===== src/rtl/jsu_pkg.sv =====
// Shared types, codes and helper functions for the JSON string unescaper.
`timescale 1ns / 1ps

package jsu_pkg;

	// token modes
	localparam logic [1:0] KIND_ESCAPE = 2'd0;
	localparam logic [1:0] KIND_COPY   = 2'd1;

	// escape phases
	localparam logic [2:0] PH_NORMAL    = 3'd0;
	localparam logic [2:0] PH_BACKSLASH = 3'd1;
	localparam logic [2:0] PH_HEX0      = 3'd2;
	localparam logic [2:0] PH_HEX3      = 3'd5;

	localparam logic [7:0] CH_BACKSLASH = 8'h5C;
	localparam logic [7:0] CH_U         = 8'h75;

	typedef struct packed {
		logic [2:0]  phase;
		logic [15:0] code_point;
		logic [2:0][7:0] held;
	} jsu_state_t;

	typedef struct packed {
		logic [1:0]      count;
		logic [2:0][7:0] bytes;
	} jsu_result_t;

	function automatic logic [7:0] map_escape(input logic [7:0] c);
		case (c)
			8'h62:   map_escape = 8'h08; // b
			8'h66:   map_escape = 8'h0C; // f
			8'h6E:   map_escape = 8'h0A; // n
			8'h72:   map_escape = 8'h0D; // r
			8'h74:   map_escape = 8'h09; // t
			default: map_escape = c;
		endcase
	endfunction

	function automatic logic [3:0] hex_value(input logic [7:0] c);
		logic [7:0] d;
		d = 8'h00;
		if (c >= 8'h30 && c <= 8'h39) begin
			d = c - 8'h30;
		end else if (c >= 8'h61 && c <= 8'h66) begin
			d = c - 8'h57;
		end else if (c >= 8'h41 && c <= 8'h46) begin
			d = c - 8'h37;
		end
		hex_value = d[3:0];
	endfunction

endpackage


===== src/rtl/jsu_decode.sv =====
// Per-byte decode: next escape state and the up to three result bytes.
`timescale 1ns / 1ps

module jsu_decode (
	input  logic [1:0]          kind,
	input  logic [7:0]          in_byte,
	input  logic                token_last,
	input  jsu_pkg::jsu_state_t cur,
	output jsu_pkg::jsu_state_t nxt,
	output jsu_pkg::jsu_result_t res
);
	import jsu_pkg::*;

	always_comb begin
		logic [1:0]  n;
		logic [1:0]  k;
		logic [2:0]  k_wide;
		logic [15:0] cp;
		logic [7:0]  b0;
		logic [7:0]  b1;
		n      = 2'd0;
		nxt    = cur;
		res    = '0;
		k_wide = cur.phase - PH_HEX0;
		k      = (k_wide > 3'd3) ? 2'd3 : k_wide[1:0];
		cp     = {cur.code_point[11:0], hex_value(in_byte)};
		b0     = cur.held[0];
		b1     = cur.held[1];

		if (kind != KIND_ESCAPE) begin
			nxt.phase = PH_NORMAL;
			if (kind == KIND_COPY) begin
				res.bytes[n] = in_byte; n = n + 2'd1;
			end
		end else if (cur.phase == PH_NORMAL) begin
			if (in_byte == CH_BACKSLASH && !token_last) begin
				nxt.phase = PH_BACKSLASH;
			end else begin
				res.bytes[n] = in_byte; n = n + 2'd1;
			end
		end else if (cur.phase == PH_BACKSLASH) begin
			if (in_byte == CH_U) begin
				nxt.phase      = PH_HEX0;
				nxt.code_point = '0;
			end else begin
				res.bytes[n] = map_escape(in_byte); n = n + 2'd1;
				nxt.phase    = PH_NORMAL;
			end
		end else begin
			nxt.code_point = cp;
			if (k == 2'd3) begin
				nxt.phase = PH_NORMAL;
				if (cp < 16'h0080) begin
					res.bytes[n] = cp[7:0]; n = n + 2'd1;
				end else if (cp < 16'h0800) begin
					res.bytes[n] = 8'hC0 | {3'b000, cp[10:6]}; n = n + 2'd1;
					res.bytes[n] = 8'h80 | {2'b00, cp[5:0]};   n = n + 2'd1;
				end else begin
					res.bytes[n] = 8'hE0 | {4'h0, cp[15:12]}; n = n + 2'd1;
					res.bytes[n] = 8'h80 | {2'b00, cp[11:6]}; n = n + 2'd1;
					res.bytes[n] = 8'h80 | {2'b00, cp[5:0]};  n = n + 2'd1;
				end
			end else begin
				nxt.held[k] = in_byte;
				nxt.phase   = cur.phase + 3'd1;
				if (token_last) begin
					// cut-short \u: rescan held digits plus this byte as plain text
					case (k)
						2'd0: begin
							res.bytes[n] = in_byte; n = n + 2'd1;
						end
						2'd1: begin
							if (b0 == CH_BACKSLASH) begin
								if (in_byte != CH_U) begin
									res.bytes[n] = map_escape(in_byte); n = n + 2'd1;
								end
							end else begin
								res.bytes[n] = b0;      n = n + 2'd1;
								res.bytes[n] = in_byte; n = n + 2'd1;
							end
						end
						default: begin
							if (b0 == CH_BACKSLASH) begin
								if (b1 != CH_U) begin
									res.bytes[n] = map_escape(b1); n = n + 2'd1;
								end
								res.bytes[n] = in_byte; n = n + 2'd1;
							end else begin
								res.bytes[n] = b0; n = n + 2'd1;
								if (b1 == CH_BACKSLASH) begin
									if (in_byte != CH_U) begin
										res.bytes[n] = map_escape(in_byte); n = n + 2'd1;
									end
								end else begin
									res.bytes[n] = b1;      n = n + 2'd1;
									res.bytes[n] = in_byte; n = n + 2'd1;
								end
							end
						end
					endcase
				end
			end
		end

		if (token_last) begin
			nxt.phase = PH_NORMAL;
		end
		res.count = n;
	end

endmodule


===== src/rtl/jsu_outbuf.sv =====
// Result register: holds up to three decoded bytes and drains one per cycle while out_ready is high.
`timescale 1ns / 1ps

module jsu_outbuf (
	input  logic                 clk,
	input  logic                 arst_n,
	input  logic                 load,
	input  jsu_pkg::jsu_result_t load_res,
	output logic                 room,
	output logic                 out_valid,
	input  logic                 out_ready,
	output logic [7:0]           out_byte,
	output logic                 run_last
);
	import jsu_pkg::*;

	logic [1:0]      cnt_q;
	logic [2:0][7:0] buf_q;
	logic            pop;

	assign out_valid = (cnt_q != 2'd0);
	assign pop       = out_valid && out_ready;
	assign room      = (cnt_q == 2'd0) || (cnt_q == 2'd1 && out_ready);
	assign out_byte  = buf_q[0];
	assign run_last  = (cnt_q == 2'd1);

	always_ff @(posedge clk or negedge arst_n) begin
		if (!arst_n) begin
			cnt_q <= 2'd0;
		end else if (load) begin
			cnt_q <= load_res.count;
		end else if (pop) begin
			cnt_q <= cnt_q - 2'd1;
		end
	end

	always_ff @(posedge clk) begin
		if (load) begin
			buf_q <= load_res.bytes;
		end else if (pop) begin
			buf_q <= {8'h00, buf_q[2], buf_q[1]};
		end
	end

endmodule


===== src/rtl/json_string_unescape_utf8.sv =====
// Top level of the JSON string unescaper: escape state and result buffer.
`timescale 1ns / 1ps
// Latency: the first result byte of an item is valid the cycle after the item is accepted.
// Throughput: one item per cycle while items make at most one byte and out_ready is
//   high; an item that makes two or three bytes (UTF-8 from \u, truncated \u tail)
//   holds the input until the result buffer is draining its last byte.
// Reset (arst_n low, asynchronous): escape phase to normal, code point to zero,
//   result buffer empty. Held digit bytes are not reset.

module json_string_unescape_utf8 (
	input  logic       clk,
	input  logic       arst_n,
	input  logic       in_valid,
	output logic       in_ready,
	input  logic [1:0] kind,
	input  logic [7:0] in_byte,
	input  logic       token_last,
	output logic       out_valid,
	input  logic       out_ready,
	output logic [7:0] out_byte,
	output logic       run_last
);
	import jsu_pkg::*;

	// escape state carried between bytes of a token
	logic [2:0]      phase_q;
	logic [15:0]     code_point_q;
	logic [2:0][7:0] held_q;      // raw \u digits, only read once written

	jsu_state_t  cur;
	jsu_state_t  nxt;
	jsu_result_t res;
	logic        in_fire;

	assign cur.phase      = phase_q;
	assign cur.code_point = code_point_q;
	assign cur.held       = held_q;

	// the buffer takes a new item when empty or when its last byte leaves now
	assign in_fire = in_valid && in_ready;

	jsu_decode u_decode (
		.kind       (kind),
		.in_byte    (in_byte),
		.token_last (token_last),
		.cur        (cur),
		.nxt        (nxt),
		.res        (res)
	);

	always_ff @(posedge clk or negedge arst_n) begin
		if (!arst_n) begin
			phase_q      <= PH_NORMAL;
			code_point_q <= '0;
		end else if (in_fire) begin
			phase_q      <= nxt.phase;
			code_point_q <= nxt.code_point;
		end
	end

	always_ff @(posedge clk) begin
		if (in_fire) begin
			held_q <= nxt.held;
		end
	end

	// result register; an item that makes no byte simply leaves it empty
	jsu_outbuf u_outbuf (
		.clk       (clk),
		.arst_n    (arst_n),
		.load      (in_fire),
		.load_res  (res),
		.room      (in_ready),
		.out_valid (out_valid),
		.out_ready (out_ready),
		.out_byte  (out_byte),
		.run_last  (run_last)
	);

endmodule


===== config.mk =====
export PLATFORM = sky130hd
export DESIGN_NAME = json_string_unescape_utf8
export DESIGN_NICKNAME = d
export VERILOG_FILES = /design/src/rtl/jsu_pkg.sv /design/src/rtl/jsu_decode.sv /design/src/rtl/jsu_outbuf.sv /design/src/rtl/json_string_unescape_utf8.sv
export SDC_FILE = /design/constraint.sdc
export NUM_CORES = 1
export LEC_CHECK = 0
export ABC_CLOCK_PERIOD_IN_PS = 4500
export BUFFER_PORTS_ARGS = -buffer_cell sky130_fd_sc_hd__buf_2
export CAP_MARGIN = 20
export CORE_MARGIN = 5
export CORE_UTILIZATION = 60
export DETAILED_ROUTE_END_ITERATION = 12
export PLACE_DENSITY = 0.8
export RECOVER_POWER = 100
export SYNTH_ARGS = -nofsm -noshare
export SYNTH_HDL_FRONTEND = slang
export SYNTH_SLANG_ARGS = --single-unit

===== constraint.sdc =====
create_clock -name clk -period 4.5 [get_ports clk]
set_input_delay 0.225 -clock clk [delete_from_list [all_inputs] [get_ports clk]]
set_output_delay 0.225 -clock clk [all_outputs]
set_load 0.03 [all_outputs]

## After elaboration in Yosys (flattened, before gate mapping)

Index checks and enable logic that the tools add are counted.

- Flip-flop bits (word level): 65
- Bits in latches: 0
- Bits in writable memories: 0
- Bits in read-only memories: 0
- Input bits: 15
- Logic and storage cells: 157
- Memories kept: 0

- Add/subtract/negate cells: 7
- Multipliers: 0
- Div/mod/pow operators: 0
- Magnitude comparators: 13
- Equality and inequality tests: 23
- Shifts and indexed selects: 0
- Muxes and demuxes: 80
- Bitwise logic cells: 4
- Reduce and logical (&&, ||, !) cells: 21

Operators by type and width:

| operator | count |
|---|---|
| $mux W8 | 24 |
| $mux W24 | 5 |
| $eq A8 B7 Y1 const B | 14 |
| $mux W16 | 5 |
| $pmux W8 S5 | 2 |
| $bwmux W24 | 2 |
| $mux W2 | 21 |
| $demux W8 S2 | 2 |
| $pmux W8 S2 | 2 |
| $mux W19 | 1 |
| $ge A8 B7 Y1 const B | 2 |
| $le A8 B7 Y1 const B | 2 |
| $lt A16 B12 Y1 const B | 1 |
| $lt A16 B8 Y1 const B | 1 |
| $ne A8 B7 Y1 const B | 2 |
| $mux W3 | 5 |
| $mux W14 | 1 |
| $mux W4 | 3 |
| $logic_and A1 B1 Y1 | 9 |
| $ge A8 B6 Y1 const B | 1 |
| $le A8 B6 Y1 const B | 1 |
| $sub A4 B3 Y4 const B | 2 |
| $eq A2 B1 Y1 const B | 3 |
| $lt A2 B3 Y1 const B | 2 |
| 23 further kinds | 35 |

## Longest topological paths before layout

- Depth after elaboration: 24
- Depth in mapped cells: 12
- Mapped depth without buffers: 8

## By module

Synthesis repeated with hierarchy kept, for this count alone.

- Cells, all modules: 582
- Area, all modules: 5,467.7 um^2

Modules (own cells, without submodules):

| module | times used | cells each | area an instance (um^2) | sequential area each (um^2) |
|---|---|---|---|---|
| jsu_decode | 1 | 439 | 2,766.4 | 0.0 |
| json_string_unescape_utf8 | 1 | 66 | 1,514.0 | 1,196.1 |
| jsu_outbuf | 1 | 77 | 1,187.4 | 770.7 |

## Worst setup path before layout

OpenSTA, ideal clock, no wires.

- Kind: reg-to-reg
- From: register phase_q[1]
- To: register u_outbuf.buf_q[12] in the netlist's numbering, data pin
- Setup time: 0.261 ns
- Arrival time: 2.156 ns
- Required time: 4.239 ns
- Path slack: 2.083 ns
- Cell stages (with the launch flop): 12
- Clock period less this slack: 2.417 ns
- Cell sequence: dfrtp_1 buf_2 inv_1 ha_1 buf_2 nor2b_1 and2_1 buf_2 nor2_2 a32oi_1 nand2_1 a221o_1

- Cells in the longest elaborated chain, start to end: 11
- Elaborated cells between the ends (all ways): 15
- Those cells by class: add/sub: 1; order compare: 1; eq/ne: 3; mux: 8; reduce/logical: 2

Ends and longest elaborated chain:

| item | line | text |
|---|---|---|
| start: declaration | json_string_unescape_utf8.sv:26 | `logic [2:0] phase_q;` |
| start signal: assignment | json_string_unescape_utf8.sv:56 | `phase_q <= nxt.phase;` |
| $sub A3 B2 Y3 | jsu_decode.sv:24 | `k_wide = cur.phase - PH_HEX0;` |
| $gt A3 B2 Y1 | jsu_decode.sv:25 | `k = (k_wide > 3'd3) ? 2'd3 : k_wide[1:0];` |
| $mux W2 | jsu_decode.sv:25 |  |
| $eq A2 B1 Y1 or $logic_not A2 Y1 (tied branches) | jsu_decode.sv:68 | `case (k)` |
| $pmux W8 S2 | jsu_decode.sv:68 |  |
| $mux W24 | jsu_decode.sv:66 | `if (token_last) begin` |
| $mux W24 | jsu_decode.sv:51 | `if (k == 2'd3) begin` |
| $mux W16 | jsu_decode.sv:41 | `end else if (cur.phase == PH_BACKSLASH) begin` |
| $mux W16 * | jsu_decode.sv:35 | `end else if (cur.phase == PH_NORMAL) begin` |
| $mux W16 * | jsu_decode.sv:30 | `if (kind != KIND_ESCAPE) begin` |
| $mux W24 * | jsu_outbuf.sv:38 | `if (load) begin` |
| end signal: assignment | jsu_outbuf.sv:39 | `buf_q <= load_res.bytes;` |
| end signal: assignment | jsu_outbuf.sv:41 | `buf_q <= {8'h00, buf_q[2], buf_q[1]};` |
| end: declaration | jsu_outbuf.sv:18 | `logic [2:0][7:0] buf_q;` |

Every way passes the cells marked *; elsewhere a longest branch is shown, timed or not.
A chain may end at the register's enable or synchronous reset.

## Worst setup path after layout

Ends and elaborated chain as after synthesis.

==> summary.md <==
Most frequently used flop master after synthesis: sky130_fd_sc_hd__edfxtp_1. After detailed routing, the total wire length is 14,700 um. The run finished, with violations left. Setup repair after global routing left no endpoint under its margin. The pre-antenna-repair detailed-routing pass consisted of 5 iterations.

The portion of the clock cycle consumed by the worst path in the final layout is 0.740, and the total power divided by cell area is 374 nW/um2. Summing internal, switching and leakage power gives 0.00171 W. The checks that failed: capacitance limit, slew limit. The endpoint of the most critical register-to-register path is u_outbuf.buf_q[12]. The via density per instance was 7.44; the maximum clock path buffer count was 2. The class of the worst hold path was in2reg. The die is 96.1 um wide. After clock tree synthesis, the clock-pin slew on the worst setup and hold paths is 0.08 ns. The share of the synthesized area in the top cell type came out at 0.270. In this run the count of I/O pins placed on the die edge is 26.

The first global-routing pass estimated 22,700 um of wire. The library cell with the largest summed area after synthesis was sky130_fd_sc_hd__edfxtp_1. The number of antenna violations at the first check in global routing is 0. The tools report the setup slack on the worst flop-to-flop path as 1.17 ns. After floorplanning, the core was divided into 31 placement rows. Setup violations remaining at the end of the flow were counted as 0.

The number of antenna diodes in the final layout is 0. The initial core utilization came out at 0.613. The logs give 14 for the max-slew violation count and 9240 um2 for the total die area. The congestion estimate from routability-driven global placement came to 1.05.

In this run, the number of DRC markers left after iteration 0 of detailed routing was 622. Timing would allow up to 300 MHz. Category of the critical setup timing path: reg2reg.

The worst-case headroom to the max-slew limit is -0.233. The number of distinct library cells after synthesis was 84; the number of synthesis warnings was 0. In this run the worst path has a maximum fanout of 10.

CTS placed an instance of sky130_fd_sc_hd__clkbuf_8 at the clock tree root. Data on the critical path is required at its endpoint by 4.61 ns. Ranked by total cell area, the synthesized netlist is headed by sky130_fd_sc_hd__edfxtp_1 27%, sky130_fd_sc_hd__dfrtp_1 9.6%, sky130_fd_sc_hd__nand2_1 4.4%. For the arrival time at the worst endpoint, the log shows 3.43 ns.

The reg-to-reg critical path startpoint was phase_q[1]. CTS sink count: 57. After synthesis the cells add up to 4450 um2. The routed design could run at a clock period as short as 3.33 ns. Entering global routing, the biggest net connects 29 pins. Counting instances in the post-synthesis netlist gives the leading cell types as 52 x sky130_fd_sc_hd__nand2_1, 40 x sky130_fd_sc_hd__edfxtp_1, 33 x sky130_fd_sc_hd__o21ai_0.

For the sequential share of the synthesized area, the log shows 0.366. The synthesized area per cell was 8.93 um2; the total CTS buffers was 9. STA classifies the critical path endpoint as a flop. sky130_fd_sc_hd__nand2_1 is the most common cell in the netlist. Across the VDD grid, the largest voltage drop is 0.173 mV. Synthesis handed over a netlist of 498 instances.

Counting flops and latches in the post-synthesis netlist gives 57. Summed over all cells, the static leakage comes to 1.61 nW. The run gives 1.54 ns as the pre-CTS setup slack.

Measured along the y axis, the die boundary spans 96.1 um. The HPWL after detailed placement was 10,600 um; the total negative slack for setup checks was 0 ns. The proportion of layout cells with a drive suffix above 1 was 0.0707. The net count of the finished layout is 515. When the netlist entered floorplanning its net count stood at 523. The fraction of registers with async set or reset after synthesis came out at 0.298. The synthesis-to-finish area growth works out to 3.04%. The clock tree synthesis step divided the H-tree into 3 levels. The total track usage was 0.332. The detailed-route wire length per cell is 24.8 um. For this run, design rule violations remaining after detail routing come to 0. Yosys mapped a number of flops with a built-in enable equal to 40. The clock latency of the later-clocked register in the worst-skew pair was 0.35 ns. The worst-case reg-to-reg path depth was 8; the count of vias placed by the detailed router was 4,418. For the final database, setup skew stands at 0.0112 ns. The core region is 7250 um2.

The logs give 1 for the max-capacitance violation count and 0 for the final global-route overflow total. The number of cells traversed by the worst hold path was 3. Final hold analysis gives a worst-case slack of 0.338 ns. The logs give 4,076 for the number of global-route vias before repair and 1.17 ns for the final worst slack. The count of nets left with antenna violations once routing finished came out at 0. The worst setup path is launched from a flop. Worst hold path endpoint: u_outbuf.cnt_q[0]. Slew at the pin with the worst max-slew slack: 1.83 ns. The critical path startpoint is phase_q[1]. The startpoint identified for the worst hold timing path is kind[1]. The number of port buffers is 25, and the number of hold violations in the final report is 0. The count of buffers added by post-CTS timing repair for setup was 0.

TritonCTS built the clock tree.
==> placed cells by master (no fill, tap or decap), drive strengths merged, types with 4 or more instances in the layout <==
master  synthesis  layout
nor3           10      10
o21ai          46      46
nand3b          7       7
o311ai          6       6
dfrtp          17      17
o211ai          5       5
nor4           12      12
ha             10      10
a211o           5       5
a21oi          33      33
or3             5       5
nand4b          5       5
a31oi          11      11
o31ai          11      11
a211oi          5       5
a21o            7       7
buf            31       6
or2             4       4
nor2b           7       7
clkinv          0       5
a22o           11      11
inv            14      14
nand2          52      52
edfxtp         40      40
clkbuf         16      30
nor2           26      26
nand3          15      15
nand2b          9       9
nor3b           4       4
==> through the flow <==
step	cells	area, um2	utilization
4_1_cts	594	4650	0.641
2_1_floorplan	498	4450	-
5_1_grt	594	4580	0.632
3_5_place_dp	577	4470	0.616
6_report	594	4580	0.632
3_3_place_gp	576	4450	0.614
==> how the worst max path moves through the flow <==
stage / to / cells past startpoint
after floorplan: u_outbuf.buf_q[12] / 11
after global placement: u_outbuf.out_byte[4] / 8
after detailed placement: u_outbuf.buf_q[12] / 7
after CTS: u_outbuf.buf_q[12] / 7
after global routing: u_outbuf.out_byte[2] / 9
final: u_outbuf.buf_q[12] / 8
==> where the power goes <==
group	switching, W	internal (W)	leakage (nW)	total (W)
Combinational	0.000414	0.000158	0.907	0.000573
Sequential	0.0000412	0.000669	0.620	0.000710
Clock	0.000232	0.000198	0.0850	0.000430
==> repair_timing <==
item / in CTS / in global routing
hold buffers: 1 / 0
endpoints found under the hold margin: 17 / 0
gates resized for setup: 0 / 0
==> sequential cells by signal, summed over array words and instances, names as in the netlist <==
signal and cells:
code_point_q 12, cur 16, phase_q 3, u_outbuf.buf_q 16, u_outbuf.cnt_q 2, u_outbuf.out_byte 8
==> layer usage <==
layer / routed length, um / vias up / global-route usage
met4: 653 / 0 / 0.154
met2: 6510 / 377 / 0.501
li1: - / 1912 / -
met5: 0 / - / 0
met1: 5620 / 2064 / 0.452
met3: 1940 / 65 / 0.0743
==> worst max-delay path, cell delays in order (launching register included) <==
cell                      delay (ns)
sky130_fd_sc_hd__dfrtp_1        0.54
sky130_fd_sc_hd__inv_1          0.15
sky130_fd_sc_hd__ha_1           0.43
sky130_fd_sc_hd__nor2b_1        0.32
sky130_fd_sc_hd__and2_0         0.54
sky130_fd_sc_hd__nor2_1         0.29
sky130_fd_sc_hd__a32oi_1        0.29
sky130_fd_sc_hd__nand2_1        0.15
sky130_fd_sc_hd__a221o_1        0.36
==> cell type report <==
type / instances / area (um2)
clock inverter: 7 / 47.5
inverter: 14 / 52.6
sequential: 57 / 1630
multi-input combinational: 380 / 2490
clock buffer: 9 / 124
timing repair buffer: 28 / 121
fill: 632 / 2670
tap: 99 / 124
==> logic make-up after synthesis <==
logic type,count (synthesis),share of synthesized area
compound gates,182,0.288
xor+xnor,1,0.00197
fa+ha+maj,10,0.0281
buf+inv,61,0.0683
flops,57,0.366
mux,4,0.00956
simple gates,183,0.239
No activity file was read; power rests on OpenSTA's default activity.
